<file path="config.mk">
export PLATFORM = sky130hd
export DESIGN_NAME = request_result_cache_ttl_lru_top
export DESIGN_NICKNAME = d
export VERILOG_FILES = /design/src/rrc_pkg.sv /design/src/rrc_ctrl.sv /design/src/rrc_datapath.sv /design/src/request_result_cache_ttl_lru_top.sv
export SDC_FILE = /design/constraint.sdc
export NUM_CORES = 2
export LEC_CHECK = 0
export BUFFER_PORTS_ARGS = -buffer_cell sky130_fd_sc_hd__buf_2
export CAP_MARGIN = 30
export CORE_AREA = 2 2 281 352
export DETAILED_ROUTE_END_ITERATION = 12
export DIE_AREA = 0 0 283 354
export PLACE_DENSITY = 0.75
export SLEW_MARGIN = 20
export SYNTH_ARGS = -nofsm -noshare
export SYNTH_HDL_FRONTEND = slang
export SYNTH_SLANG_ARGS = --single-unit
</file>
<file path="constraint.sdc">
create_clock -name clk_i -period 15.94 [get_ports clk_i]
set_input_delay 1.594 -clock clk_i [delete_from_list [all_inputs] [get_ports clk_i]]
set_output_delay 1.594 -clock clk_i [all_outputs]
set_load 0.01 [all_outputs]
</file>
<file path="src/rrc_pkg.sv">
`timescale 1ns / 1ps
// Types and constants shared by the request-result cache modules.
// No dependencies.
package rrc_pkg;

  localparam int unsigned TimeW   = 32;
  localparam logic [TimeW-1:0] TtlReset = 32'd5000;

  // request types
  localparam logic [1:0] REQ_LOOKUP = 2'd0;
  localparam logic [1:0] REQ_STORE  = 2'd1;
  localparam logic [1:0] REQ_CLEAR  = 2'd2;

  // lookup outcomes
  localparam logic [1:0] OUT_MISS     = 2'd0;
  localparam logic [1:0] OUT_FOUND    = 2'd1;
  localparam logic [1:0] OUT_CONFLICT = 2'd2;

  // register map
  localparam logic REG_TTL = 1'b0;

  typedef struct packed {
    logic [7:0]       source;
    logic [7:0]       service;
    logic [7:0]       opcode;
    logic [15:0]      epoch;
    logic [31:0]      request;
    logic [7:0]       stage;
    logic [15:0]      status;
    logic [TimeW-1:0] touched;
  } slot_t;

  // controller -> datapath
  typedef struct packed {
    logic load;       // capture the incoming transaction
    logic clear_all;  // drop every entry
    logic scan;       // scan step
    logic push;       // move the result into the output register
  } cmd_t;

  // datapath -> controller
  typedef struct packed {
    logic done;       // scan has settled its outcome
  } sts_t;

endpackage

</file>
<file path="src/rrc_ctrl.sv">
`timescale 1ns / 1ps
// Sequencer for the request-result cache: accept, scan, hand off result.
// Depends on rrc_pkg.
module rrc_ctrl (
  input  logic          clk_i,
  input  logic          rst_ni,
  input  logic          in_valid_i,
  output logic          in_stall_o,
  input  logic [1:0]    req_type_i,
  output logic          out_valid_o,
  input  logic          out_stall_i,
  output rrc_pkg::cmd_t cmd_o,
  input  rrc_pkg::sts_t sts_i
);
  import rrc_pkg::*;

  typedef enum logic [2:0] {
    ST_IDLE = 3'b001,
    ST_SCAN = 3'b010,
    ST_PUSH = 3'b100
  } state_e;

  state_e state_q, state_d;
  logic   out_valid_q, out_valid_d;

  always_comb begin
    state_d = state_q;
    cmd_o   = '0;
    unique case (state_q)
      ST_IDLE: begin
        if (in_valid_i) begin
          cmd_o.load = 1'b1;
          if (req_type_i == REQ_LOOKUP || req_type_i == REQ_STORE) begin
            state_d = ST_SCAN;
          end else begin
            cmd_o.clear_all = (req_type_i == REQ_CLEAR);
            state_d = ST_PUSH;
          end
        end
      end
      ST_SCAN: begin
        cmd_o.scan = 1'b1;
        if (sts_i.done) begin
          state_d = ST_PUSH;
        end
      end
      ST_PUSH: begin
        if (!out_valid_q || !out_stall_i) begin
          cmd_o.push = 1'b1;
          state_d    = ST_IDLE;
        end
      end
      default: state_d = ST_IDLE;
    endcase
  end

  always_comb begin
    if (cmd_o.push) begin
      out_valid_d = 1'b1;
    end else if (!out_stall_i) begin
      out_valid_d = 1'b0;
    end else begin
      out_valid_d = out_valid_q;
    end
  end

  always_ff @(posedge clk_i or negedge rst_ni) begin
    if (!rst_ni) begin
      state_q     <= ST_IDLE;
      out_valid_q <= 1'b0;
    end else begin
      state_q     <= state_d;
      out_valid_q <= out_valid_d;
    end
  end

  assign in_stall_o  = (state_q != ST_IDLE);
  assign out_valid_o = out_valid_q;

endmodule

</file>
<file path="src/rrc_datapath.sv">
`timescale 1ns / 1ps
// Slot store, scan pipeline (registered read, one slot a cycle) and result
// registers of the request-result cache. Depends on rrc_pkg.
module rrc_datapath #(
  parameter int unsigned SLOTS = 8
) (
  input  logic                     clk_i,
  input  logic                     rst_ni,
  input  rrc_pkg::cmd_t            cmd_i,
  output rrc_pkg::sts_t            sts_o,
  input  logic [rrc_pkg::TimeW-1:0] ttl_i,
  input  logic [1:0]               req_type_i,
  input  logic [7:0]               source_id_i,
  input  logic [7:0]               service_id_i,
  input  logic [7:0]               op_code_i,
  input  logic [15:0]              session_epoch_i,
  input  logic [31:0]              request_number_i,
  input  logic [7:0]               result_stage_i,
  input  logic [15:0]              result_status_i,
  input  logic [rrc_pkg::TimeW-1:0] now_ms_i,
  output logic [1:0]               outcome_o,
  output logic [7:0]               hit_stage_o,
  output logic [15:0]              hit_status_o
);
  import rrc_pkg::*;

  localparam int unsigned IdxW = (SLOTS > 1) ? $clog2(SLOTS) : 1;
  localparam int unsigned CntW = $clog2(SLOTS + 1);
  localparam logic [IdxW-1:0] LastIdx = IdxW'(SLOTS - 1);
  localparam logic [CntW-1:0] SlotCnt = CntW'(SLOTS);

  // captured transaction
  logic [1:0]       kind_q;
  slot_t            req_q;
  logic [TimeW-1:0] now_q;

  // slot store; valid bits in flops, payload in memory
  slot_t            mem_q [SLOTS];
  logic [SLOTS-1:0] valid_q, valid_d;

  // scan pipeline
  logic [CntW-1:0]  iss_q;
  logic             ev_vld_q;
  logic [IdxW-1:0]  ev_idx_q;
  slot_t            rd_q;
  logic             rd_en;

  // LRU tracking for stores
  logic [IdxW-1:0]  best_idx_q, best_idx_d;
  logic [TimeW-1:0] best_t_q, best_t_d;

  // results
  logic [1:0]  res_outcome_q, res_outcome_d;
  logic [7:0]  res_stage_q, res_stage_d;
  logic [15:0] res_status_q, res_status_d;
  logic [1:0]  out_outcome_q;
  logic [7:0]  out_stage_q;
  logic [15:0] out_status_q;

  // evaluation
  logic             evaluating, v, stale, older, key_eq, attr_eq, first, last, take;
  logic [TimeW-1:0] age, lru_diff;
  logic             done, inval, set_valid, wr_en;
  logic [IdxW-1:0]  wr_addr;
  slot_t            wr_data;

  assign rd_en      = cmd_i.scan && (iss_q != SlotCnt);
  assign evaluating = cmd_i.scan && ev_vld_q;

  always_comb begin
    age      = now_q - rd_q.touched;
    stale    = (age >= ttl_i);
    lru_diff = rd_q.touched - best_t_q;
    older    = lru_diff[TimeW-1];
    v        = valid_q[ev_idx_q];
    key_eq   = (rd_q.source == req_q.source) && (rd_q.epoch == req_q.epoch) &&
               (rd_q.request == req_q.request);
    attr_eq  = (rd_q.service == req_q.service) && (rd_q.opcode == req_q.opcode);
    first    = (ev_idx_q == '0);
    last     = (ev_idx_q == LastIdx);
    take     = first || older;

    done          = 1'b0;
    inval         = 1'b0;
    set_valid     = 1'b0;
    wr_en         = 1'b0;
    wr_addr       = ev_idx_q;
    wr_data       = rd_q;
    best_idx_d    = best_idx_q;
    best_t_d      = best_t_q;
    res_outcome_d = res_outcome_q;
    res_stage_d   = res_stage_q;
    res_status_d  = res_status_q;

    if (cmd_i.load) begin
      res_outcome_d = OUT_MISS;
      res_stage_d   = '0;
      res_status_d  = '0;
    end else if (evaluating) begin
      if (kind_q == REQ_LOOKUP) begin
        // expired entries passed on the way are dropped
        if (v && stale) begin
          inval = 1'b1;
        end
        if (v && !stale && key_eq) begin
          done = 1'b1;
          if (attr_eq) begin
            wr_en           = 1'b1;
            wr_data.touched = now_q;
            res_outcome_d   = OUT_FOUND;
            res_stage_d     = rd_q.stage;
            res_status_d    = rd_q.status;
          end else begin
            res_outcome_d = OUT_CONFLICT;
          end
        end else if (last) begin
          done = 1'b1;
        end
      end else begin
        // store: first free or expired slot, else oldest touch
        wr_data         = req_q;
        wr_data.touched = now_q;
        if (!v || stale) begin
          done = 1'b1;
        end else begin
          if (take) begin
            best_idx_d = ev_idx_q;
            best_t_d   = rd_q.touched;
          end
          if (last) begin
            done    = 1'b1;
            wr_addr = take ? ev_idx_q : best_idx_q;
          end
        end
        wr_en     = done;
        set_valid = done;
      end
    end
  end

  assign sts_o.done = evaluating && done;

  always_comb begin
    valid_d = valid_q;
    if (cmd_i.clear_all) begin
      valid_d = '0;
    end else begin
      if (inval) begin
        valid_d[ev_idx_q] = 1'b0;
      end
      if (set_valid) begin
        valid_d[wr_addr] = 1'b1;
      end
    end
  end

  always_ff @(posedge clk_i or negedge rst_ni) begin
    if (!rst_ni) begin
      valid_q  <= '0;
      iss_q    <= '0;
      ev_vld_q <= 1'b0;
    end else begin
      valid_q <= valid_d;
      if (cmd_i.load) begin
        iss_q    <= '0;
        ev_vld_q <= 1'b0;
      end else if (cmd_i.scan) begin
        ev_vld_q <= rd_en;
        if (rd_en) begin
          iss_q <= iss_q + 1'b1;
        end
      end
    end
  end

  // slot memory: one write port, one registered read port
  always_ff @(posedge clk_i) begin
    if (wr_en) begin
      mem_q[wr_addr] <= wr_data;
    end
  end

  always_ff @(posedge clk_i) begin
    if (rd_en) begin
      rd_q     <= mem_q[iss_q[IdxW-1:0]];
      ev_idx_q <= iss_q[IdxW-1:0];
    end
  end

  always_ff @(posedge clk_i) begin
    if (cmd_i.load) begin
      kind_q          <= req_type_i;
      req_q.source    <= source_id_i;
      req_q.service   <= service_id_i;
      req_q.opcode    <= op_code_i;
      req_q.epoch     <= session_epoch_i;
      req_q.request   <= request_number_i;
      req_q.stage     <= result_stage_i;
      req_q.status    <= result_status_i;
      req_q.touched   <= now_ms_i;
      now_q           <= now_ms_i;
    end
    best_idx_q    <= best_idx_d;
    best_t_q      <= best_t_d;
    res_outcome_q <= res_outcome_d;
    res_stage_q   <= res_stage_d;
    res_status_q  <= res_status_d;
    if (cmd_i.push) begin
      out_outcome_q <= res_outcome_q;
      out_stage_q   <= res_stage_q;
      out_status_q  <= res_status_q;
    end
  end

  assign outcome_o    = out_outcome_q;
  assign hit_stage_o  = out_stage_q;
  assign hit_status_o = out_status_q;

endmodule

</file>
<file path="src/request_result_cache_ttl_lru_top.sv">
`timescale 1ns / 1ps
// Request-result cache with TTL expiry and LRU replacement; top level.
// Depends on rrc_pkg, rrc_ctrl and rrc_datapath.
//
// Caches request results keyed by source, epoch and request number in SLOTS
// entries. One transaction is handled at a time: a lookup or store scans the
// slot memory one entry a cycle through its single registered read port, then
// passes its result through the push state into the output register; clear
// and the unused request type go from acceptance straight to the push state,
// which waits while the held output register is stalled. Lookups drop expired
// entries they pass and stop at the first key match; stores take the first
// free or expired slot, else the least recently touched. Every transaction
// gives exactly one result. The result sits in an output register, so a new
// transaction is accepted while it waits. ttl_ms (reset 5000) is at APB byte
// address 0 and is to be written only while idle; the block does not check.
module request_result_cache_ttl_lru_top #(
  parameter int unsigned SLOTS = 8
) (
  input  logic        clk_i,
  input  logic        rst_ni,
  // APB configuration
  input  logic        psel,
  input  logic        penable,
  input  logic        pwrite,
  input  logic [2:0]  paddr,
  input  logic [31:0] pwdata,
  output logic [31:0] prdata,
  output logic        pready,
  // request channel
  input  logic        in_valid_i,
  output logic        in_stall_o,
  input  logic [1:0]  req_type_i,
  input  logic [7:0]  source_id_i,
  input  logic [7:0]  service_id_i,
  input  logic [7:0]  op_code_i,
  input  logic [15:0] session_epoch_i,
  input  logic [31:0] request_number_i,
  input  logic [7:0]  result_stage_i,
  input  logic [15:0] result_status_i,
  input  logic [31:0] now_ms_i,
  // result channel
  output logic        out_valid_o,
  input  logic        out_stall_i,
  output logic [1:0]  outcome_o,
  output logic [7:0]  hit_stage_o,
  output logic [15:0] hit_status_o
);
  import rrc_pkg::*;

  logic [TimeW-1:0] ttl_q;
  logic             cfg_wr;
  cmd_t             cmd;
  sts_t             sts;

  assign pready = 1'b1;
  assign cfg_wr = psel && penable && pwrite && (paddr[2] == REG_TTL);
  assign prdata = (paddr[2] == REG_TTL) ? ttl_q : '0;

  always_ff @(posedge clk_i or negedge rst_ni) begin
    if (!rst_ni) begin
      ttl_q <= TtlReset;
    end else if (cfg_wr) begin
      ttl_q <= pwdata;
    end
  end

  rrc_ctrl u_ctrl (
    .clk_i       (clk_i),
    .rst_ni      (rst_ni),
    .in_valid_i  (in_valid_i),
    .in_stall_o  (in_stall_o),
    .req_type_i  (req_type_i),
    .out_valid_o (out_valid_o),
    .out_stall_i (out_stall_i),
    .cmd_o       (cmd),
    .sts_i       (sts)
  );

  rrc_datapath #(
    .SLOTS (SLOTS)
  ) u_datapath (
    .clk_i            (clk_i),
    .rst_ni           (rst_ni),
    .cmd_i            (cmd),
    .sts_o            (sts),
    .ttl_i            (ttl_q),
    .req_type_i       (req_type_i),
    .source_id_i      (source_id_i),
    .service_id_i     (service_id_i),
    .op_code_i        (op_code_i),
    .session_epoch_i  (session_epoch_i),
    .request_number_i (request_number_i),
    .result_stage_i   (result_stage_i),
    .result_status_i  (result_status_i),
    .now_ms_i         (now_ms_i),
    .outcome_o        (outcome_o),
    .hit_stage_o      (hit_stage_o),
    .hit_status_o     (hit_status_o)
  );

endmodule
</file>
# After elaboration in Yosys (flattened, before gate mapping)
# Memories as Yosys holds them, arrays and structs flattened. A register that Yosys moved wholly into a read port is not among the register bits.
# Index checks and enable logic that the tools add are counted.
word_totals:
  regBits: 269
  mem_bits_rw: 1024
  input_bits: 172
  memories: 1
classes:
  add_sub_neg: 3
  magnitude_cmp: 5
  eq_ne: 17
  mux: 62
  bitwise_logic: 7
  reduce_logical: 33
memory_table:
  columns: ["name", "words", "word_bits", "read_ports", "rd_clocked_by_memory_dff", "wr", "line", "source"]
  rows:
  - ["u_datapath.mem_q", 8, 128, 1, 1, 1, "rrc_datapath.sv:38", "slot_t mem_q [SLOTS];"]
op_table:
  columns: ["operator", "count"]
  rows:
  - ["128-bit two-way mux", 2]
  - ["32-bit two-way mux", 4]
  - ["96-bit two-way mux", 1]
  - ["32-bit subtractor", 2]
  - ["32-bit == test", 1]
  - ["32-bit greater-or-equal comparator", 1]
  - ["8-bit two-way mux", 4]
  - ["1-bit two-way mux", 31]
  - ["3-bit two-way mux", 10]
  - ["8-bit == test", 3]
  - ["16-bit == test", 1]
  - ["1-bit logical AND", 14]
  - ["4-bit two-way mux", 3]
  - ["3-bit one-hot mux with 3 select lines", 1]
  - ["8-bit AND", 1]
  - ["3-bit by 4-bit < comparator with 1-bit output, second input constant", 2]
  - ["8-bit NOT", 1]
  - ["8-bit OR", 1]
  - ["4-bit AND reduction", 2]
  - ["1-bit demux with 3-bit select", 2]
  - ["3-bit == test, second input constant", 2]
  - ["3-bit by 1-bit greater-or-equal comparator with 1-bit output, second input constant", 2]
  - ["2-bit two-way mux", 3]
  - ["3-bit AND reduction", 2]
  - ["18 further kinds", 31]

# Longest topological paths before layout
depth:
  depth_word: 15
  ltp_mapped: 27
  ltp_nobuf: 25

# Hierarchy
# A second synthesis with hierarchy kept.
hier_totals:
  cells_unflattened: 3098
  hier_area_um2: 57368.8
modules_own_cells:
  columns: ["module", "n_inst", "cells_each", "area_per_inst_um2"]
  rows:
  - ["rrc_datapath", 1, 2966, 55569.5]
  - ["request_result_cache_ttl_lru_top", 1, 105, 1560.2]
  - ["rrc_ctrl", 1, 27, 239.0]

# Least setup slack after synthesis
# Ideal clock, no wire load.
synth_timing:
  kind: "register to register"
  from: "register, netlist name u_datapath.rd_q[1]"
  to: "memory u_datapath.mem_q[0][0] (netlist bit), enable pin"
  setup_time_ns: 0.617
  arrival_ns: 9.969
  t_required_ns: 15.323
  path_slack_ns: 5.355
  path_stages_with_launch: 23
  n_path_buf: 0
  synth_period_minus_slack_ns: 10.585
  cell_sequence: "edfxtp_1 > inv_1 > ha_1 > nor2b_1 > o31a_1 > o41a_1 > o21ai_1 > o21a_1 > o211ai_1 > o21a_1 > a211oi_1 > xnor2_1 > ha_1 > a21o_1 > a21o_1 > a21oi_1 > o21ai_0 > a2111o_1 > a21oi_2 > nand2_2 > o31a_1 > a211o_1 > nor2_1"
synth_via:
  elab_chain_cells: 11
  word_cells_on_any_way: 21
  cone_classes: "add/sub: 2; order compare: 1; mux: 13; reduce/logical: 5"
synth_lines:
  columns: ["item", "line", "source"]
  rows:
  - ["32-bit subtractor", "rrc_datapath.sv:71", "age = now_q - rd_q.touched;"]
  - ["32-bit greater-or-equal comparator", "rrc_datapath.sv:72", "stale = (age >= ttl_i);"]
  - ["1-bit zero test", "rrc_datapath.sv:105", "if (v && !stale && key_eq) begin"]
  - ["1-bit logical AND (2 in series)", "rrc_datapath.sv:105", null]
  - ["1-bit two-way mux", "rrc_datapath.sv:105", null]
  - ["1-bit two-way mux", "rrc_datapath.sv:100", "if (kind_q == REQ_LOOKUP) begin"]
  - ["1-bit two-way mux", "rrc_datapath.sv:99", "end else if (evaluating) begin"]
  - ["1-bit two-way mux", "rrc_datapath.sv:95", "if (cmd_i.load) begin"]
  - ["1-bit two-way mux", "rrc_datapath.sv:178", "if (wr_en) begin"]
  - ["1-bit two-way mux (not written as such)", "rrc_datapath.sv:179", "mem_q[wr_addr] <= wr_data;"]
  - ["to (decl)", "rrc_datapath.sv:38", null]
# Several ways; a longest one is shown, not always the timed one.

# Worst setup path in the final report
layout_timing:
  from: "register, netlist name u_datapath.rd_q[1]"
  to: "memory u_datapath.mem_q[1][118] (netlist bit), enable pin"
layout_via:
  elab_chain_cells: 11
  word_cells_on_any_way: 21
  cone_classes: "add/sub: 2; order compare: 1; mux: 13; reduce/logical: 5"
layout_lines:
  columns: ["item", "line"]
  rows:
  - ["32-bit subtractor", "rrc_datapath.sv:71"]
  - ["32-bit greater-or-equal comparator", "rrc_datapath.sv:72"]
  - ["1-bit zero test", "rrc_datapath.sv:105"]
  - ["1-bit logical AND (2 in series)", "rrc_datapath.sv:105"]
  - ["1-bit two-way mux", "rrc_datapath.sv:105"]
  - ["1-bit two-way mux", "rrc_datapath.sv:100"]
  - ["1-bit two-way mux", "rrc_datapath.sv:99"]
  - ["1-bit two-way mux", "rrc_datapath.sv:95"]
  - ["1-bit two-way mux", "rrc_datapath.sv:178"]
  - ["1-bit two-way mux (not written as such)", "rrc_datapath.sv:179"]
# Several ways; a longest one is shown, not always the timed one.

==> flow_results.org <==
** Die
- For this design the top-level I/O count stands at 233.
- CORE AREA :: 0.0969 sq mm
- The floorplan has 128 rows.
- Chip width :: 283 um
- The floorplan step set the die height to 354 um.
- Once the floorplan was initialized, standard cells occupied 58.6% of the core.
- Area enclosed by the die boundary :: 0.100 sq mm

** Synth
- Fraction of synthesized cell area taken by the top area cell type :: 71.1%
- Yosys synthesis warning count :: 0
- In the post-synthesis netlist, the biggest area contributors are edfxtp_1 71%, mux4_2 10%, mux2_2 3.8%.
- Most frequently used flop master after synthesis :: edfxtp_1
- Number of flops mapped to enable cells by yosys :: 1346
- After synthesis, the mean cell area works out to 18.8 sq um.
- In the synthesized netlist, the number of instances is 3024.
- Sequential cells were found to cover 74.2% of the synthesized design area.
- Share of synthesized registers carrying an async set or reset :: 3.45%
- Synth area leader :: edfxtp_1
- Synthesized netlist net count :: 3292
- In this run, synthesis produced a sequential element count of 1421.
- Mapped Area :: 0.0568 sq mm
- Counting distinct cell types in the post-synthesis netlist gives 71.

** Timing
- Setup repair after global routing missed its margin :: no
- Clock skew after layout :: 0.0311 ns
- Ratio of final minimum period to clock period :: 50.8%
- Worst slew pin tran :: 1.00 ns
- Number of pins exceeding their max-slew limit in the final report :: 0
- In the post-route analysis, the smallest setup slack over all paths is 7.85 ns.
- Shortest period the worst path allows :: 8.09 ns
- Setup total negative slack :: 0 ns
- The count of final hold-check violations is 0.
- Normalized max-slew margin :: 33.0%
- Max Freq :: 124 MHz
- Setup violation total in the final timing report :: 0

** Finish
- Nets :: 3602
- In the final layout, the share of cells above drive strength 1 is 27.9%.
- Ant. Diodes :: 0
- Area delta synth->final :: 13.2%
- Final std cells w/o fill :: 4744
- The layout has 6238 filler cells.

** Pwr
- Power spread over the standard cell area amounts to 141 mW/mm^2.
- The design draws 0.00905 W.
- Per report_power, the clock group accounts for 35.5% of the total.
- Static leakage :: 21.8 nW
- Net switching is 24.6% of the power.
- In this run, flip-flops and latches consume 49.5% of the power.
- The worst-case IR drop observed on VDD is 0.103 mV.
- The analysis attributes to net switching a power of 0.00223 W.
- Comb pwr share :: 15.0%
- Internal Power :: 0.00682 W

** Clocking
- The H-tree was split into 4 levels.
- After clock tree synthesis, the flow added hold-fix buffers numbering 0.
- Number of clock buffers inserted by TritonCTS :: 137
- The number of setup buffers added after CTS is 0.
- Post-CTS Resized :: 0
- Count of clock tree sinks :: 1421
- Clock root cell :: clkbuf_16
- TritonCTS clock tree :: done
- Post-CTS clock slew at the launch and capture registers of the worst setup and hold paths :: 0.06 ns
- Clock latency of the later-clocked register in the worst-skew pair :: 0.74 ns
- Clk buf depth :: 3

** Drt
- After the first detailed-routing iteration, the DRC count stood at 2763.
- The count of nets left with antenna violations once routing finished came out at 0.
- Wire length per cell :: 25.2 um
- Total wire length :: 119 mm
- Number of remaining DRC errors :: 0
- Using the TritonRoute via totals, the vias-per-cell ratio works out to 6.02.
- Before antenna repair, the detailed router went through 6 iterations.
- The routed layout has 28500 vias.

** Worst setup path
- STA classifies the critical path startpoint as a flip-flop.
- Largest incremental delay on the critical path :: 0.76 ns
- Along the worst path, the maximum fanout reaches 45.
- Critical path capture point type :: flip-flop
- Traced cell by cell, the critical path runs through inv_1, ha_1, nor2b_1, o31a_1, o41a_1, o21ai_1, o21a_1, o211ai_1, o21a_1, a211oi_1, xnor2_1, ha_1, a21o_1, a21o_1, a21oi_1, o21ai_0, a2111o_1, a21oi_2, nand2_2, o31a_1, a211o_1, nor2_4, buf_4, buf_4.
- By startpoint and endpoint, the worst setup path is classified as reg2reg.
- Required time worst endpoint :: 16.29 ns
- CP max stage cell :: buf_4
- CP Data Arrival Time :: 8.44 ns

** Outcome
- The flow ran to the end, and the final reports show no timing, DRC or antenna violations.

** Global route
- Total grt overflow :: 0
- Global routing used 24.1% of the available tracks.
- Layer with the highest usage after global routing :: met2
- First-pass GRT wire length :: 180 mm
- Entering global routing, the biggest net connects 73 pins.
- The number of global-route vias before repair is 30300.
- For this run, global-route usage on met2 was measured as 42.2%.
- For met1 alone, demand over resource in global routing was 30.3%.
- For this run, global-route usage on met3 was measured as 3.81%.
- The number of antenna violations at the first check in global routing was 2.

** Run
- The tool flagged a number of max-cap violations equal to 0.

** Placement
- Counting tap cells, the placed design contains a total of 4491 instances.
- Dpl ws :: 7.89 ns
- Routability-driven placement finished with a final weighted congestion of 0.841.
- Buffers placed on the I/O ports in this run total 229.
- Post-DP HPWL :: 67.9 mm

** Hold path
- The tightest min-delay check is of the reg2reg type.
[cells in the mapped netlist, types with 4 or more instances]
library cell,n
buf_1,32
nand3_1,15
nand2_1,317
o21ai_0,24
xor2_1,42
a211oi_1,4
a32o_1,5
o21a_1,11
mux4_2,257
mux2i_1,26
nor4_1,11
or2_2,5
a31oi_1,5
dfxtp_1,26
dfrtp_1,43
nor2b_1,9
and2_1,4
and3_1,9
a21o_1,29
clkbuf_1,75
nor2_1,103
edfxtp_1,1346
ha_1,95
nor3_1,9
nand2b_1,6
a21oi_1,47
dfstp_2,6
o21bai_1,5
mux2_2,191
xnor2_1,65
inv_1,110
nand4_1,27
o21ai_1,5
[power by group through the flow]
| stage | clock network, W | registers [W] | logic (W) |
|---|---|---|---|
| after floorplan | 0 | 0.00452 | 0.00101 |
| after global placement | 0 | 0.00455 | 0.00129 |
| after detailed placement | 0 | 0.00456 | 0.00135 |
| after CTS | 0.00326 | 0.00448 | 0.00136 |
| after global routing | 0.00340 | 0.00450 | 0.00149 |
| final | 0.00321 | 0.00448 | 0.00136 |
[state kept, by name (all words and copies together), names as in the netlist]
| signal | count |
|---|---|
| u_datapath.hit_status_o | 16 |
| u_datapath.valid_q | 8 |
| ttl_q | 32 |
| u_datapath.iss_q | 4 |
| u_datapath.res_outcome_q | 2 |
| u_datapath.rd_q | 128 |
| u_datapath.best_idx_q | 3 |
| u_datapath.mem_q | 1024 |
| u_datapath.ev_idx_q | 3 |
| u_datapath.res_status_q | 16 |
| u_datapath.req_q | 96 |
| u_datapath.outcome_o | 2 |
| u_ctrl.state_q | 3 |
| u_datapath.res_stage_q | 8 |
| u_datapath.hit_stage_o | 8 |
| u_datapath.best_t_q | 32 |
| u_ctrl.out_valid_o | 1 |
| u_datapath.ev_vld_q | 1 |
| u_datapath.now_q | 32 |
| u_datapath.kind_q | 2 |
[through the flow]
| step | hold WS (ns) | area (sq um) | util (%) |
|---|---|---|---|
| 6_report | 0.434 | 64300 | 66.4 |
| 5_1_grt | 0.439 | 64300 | 66.4 |
| 4_1_cts | 0.433 | 64200 | 66.3 |
| 3_5_place_dp | 0.418 | 59800 | 61.7 |
| 3_3_place_gp | 0.419 | 59600 | 61.5 |
| 2_1_floorplan | 0.402 | 56800 | - |
[area by class of cell]
type | count | area, sq um | share of cell area, %
Timing Repair Buffer | 285 | 1770 | 2.75
Clock buffer | 177 | 3660 | 5.69
Clock inverter | 72 | 801 | 1.24
Inverter | 110 | 418 | 0.650
Multi-Input combinational cell | 1379 | 13900 | 21.6
Sequential cell | 1421 | 42200 | 65.6
Tap cell | 1300 | 1630 | 2.53
[cells by family after synthesis]
kind of cell | share of synthesized area, %
DFF | 74.2
other | 0.00660
xor gates and xnor gates | 1.65
AOI/OAI and AO/OA | 2.01
and+or+nand+nor | 4.01
muxes | 14.4
buffers and inverters | 1.56
adders and majority gates | 2.13
[layout by cell type (no fill, tap or decap), types with 6 or more instances in the layout]
master	Yosys	routed
mux4_2	257	257
edfxtp_1	1346	1346
buf_4	2	45
dfstp_2	6	6
nand2b_1	6	6
nand2_1	317	317
xor2_1	42	42
o21a_1	11	10
nor2_1	103	99
buf_16	0	9
nor3_1	9	9
o21ai_0	24	24
clkinv_2	0	16
nor2b_1	9	9
mux2_2	191	191
dfxtp_1	26	26
xnor2_1	65	65
a21o_1	29	29
inv_1	110	109
a21oi_1	47	46
dfrtp_1	43	40
mux2i_1	26	26
clkinv_8	0	8
clkinv_1	0	25
bufinv_16	0	13
buf_2	3	229
clkbuf_16	0	139
clkbuf_1	75	34
nand4_1	27	27
ha_1	95	95
nand3_1	15	14
nor4_1	11	11
[metal layers]
| metal | wire length, um | vias up |
|---|---|---|
| li1 | - | 12500 |
| met1 | 45600 | 14800 |
| met2 | 63000 | 1098 |
| met3 | 7440 | 195 |
| met4 | 3420 | 4 |
| met5 | 27 | - |
[final timing paths]
kind | start | endpoint | slack (ns) | cells past startpoint
min in group asynchronous | rst_ni | ttl_q[5] | 0.99 | 2
worst max-delay path | u_datapath.rd_q[1] | u_datapath.mem_q[1][118] | 7.85 | 24
worst min register to register | u_datapath.res_stage_q[2] | u_datapath.hit_stage_o[2] | 0.43 | 0
worst min-delay path | u_datapath.res_stage_q[2] | u_datapath.hit_stage_o[2] | 0.43 | 0
max in group asynchronous | rst_ni | u_datapath.iss_q[1] | 14.35 | 2
worst max register to register | u_datapath.rd_q[1] | u_datapath.mem_q[1][118] | 7.85 | 24
[worst max-delay path: cells and delay by family (launching register included)]
| kind | cells | cell delay [ns] |
|---|---|---|
| flip-flops | 1 | 0.45 |
| adder cells (fa/ha/maj) | 2 | 0.49 |
| buffers and inverters | 3 | 1.51 |
| AND/OR/NAND/NOR | 3 | 0.51 |
| XOR/XNOR | 1 | 0.18 |
| AO/OA/AOI/OAI | 15 | 4.47 |
No activity file was read; power rests on OpenSTA's default activity.
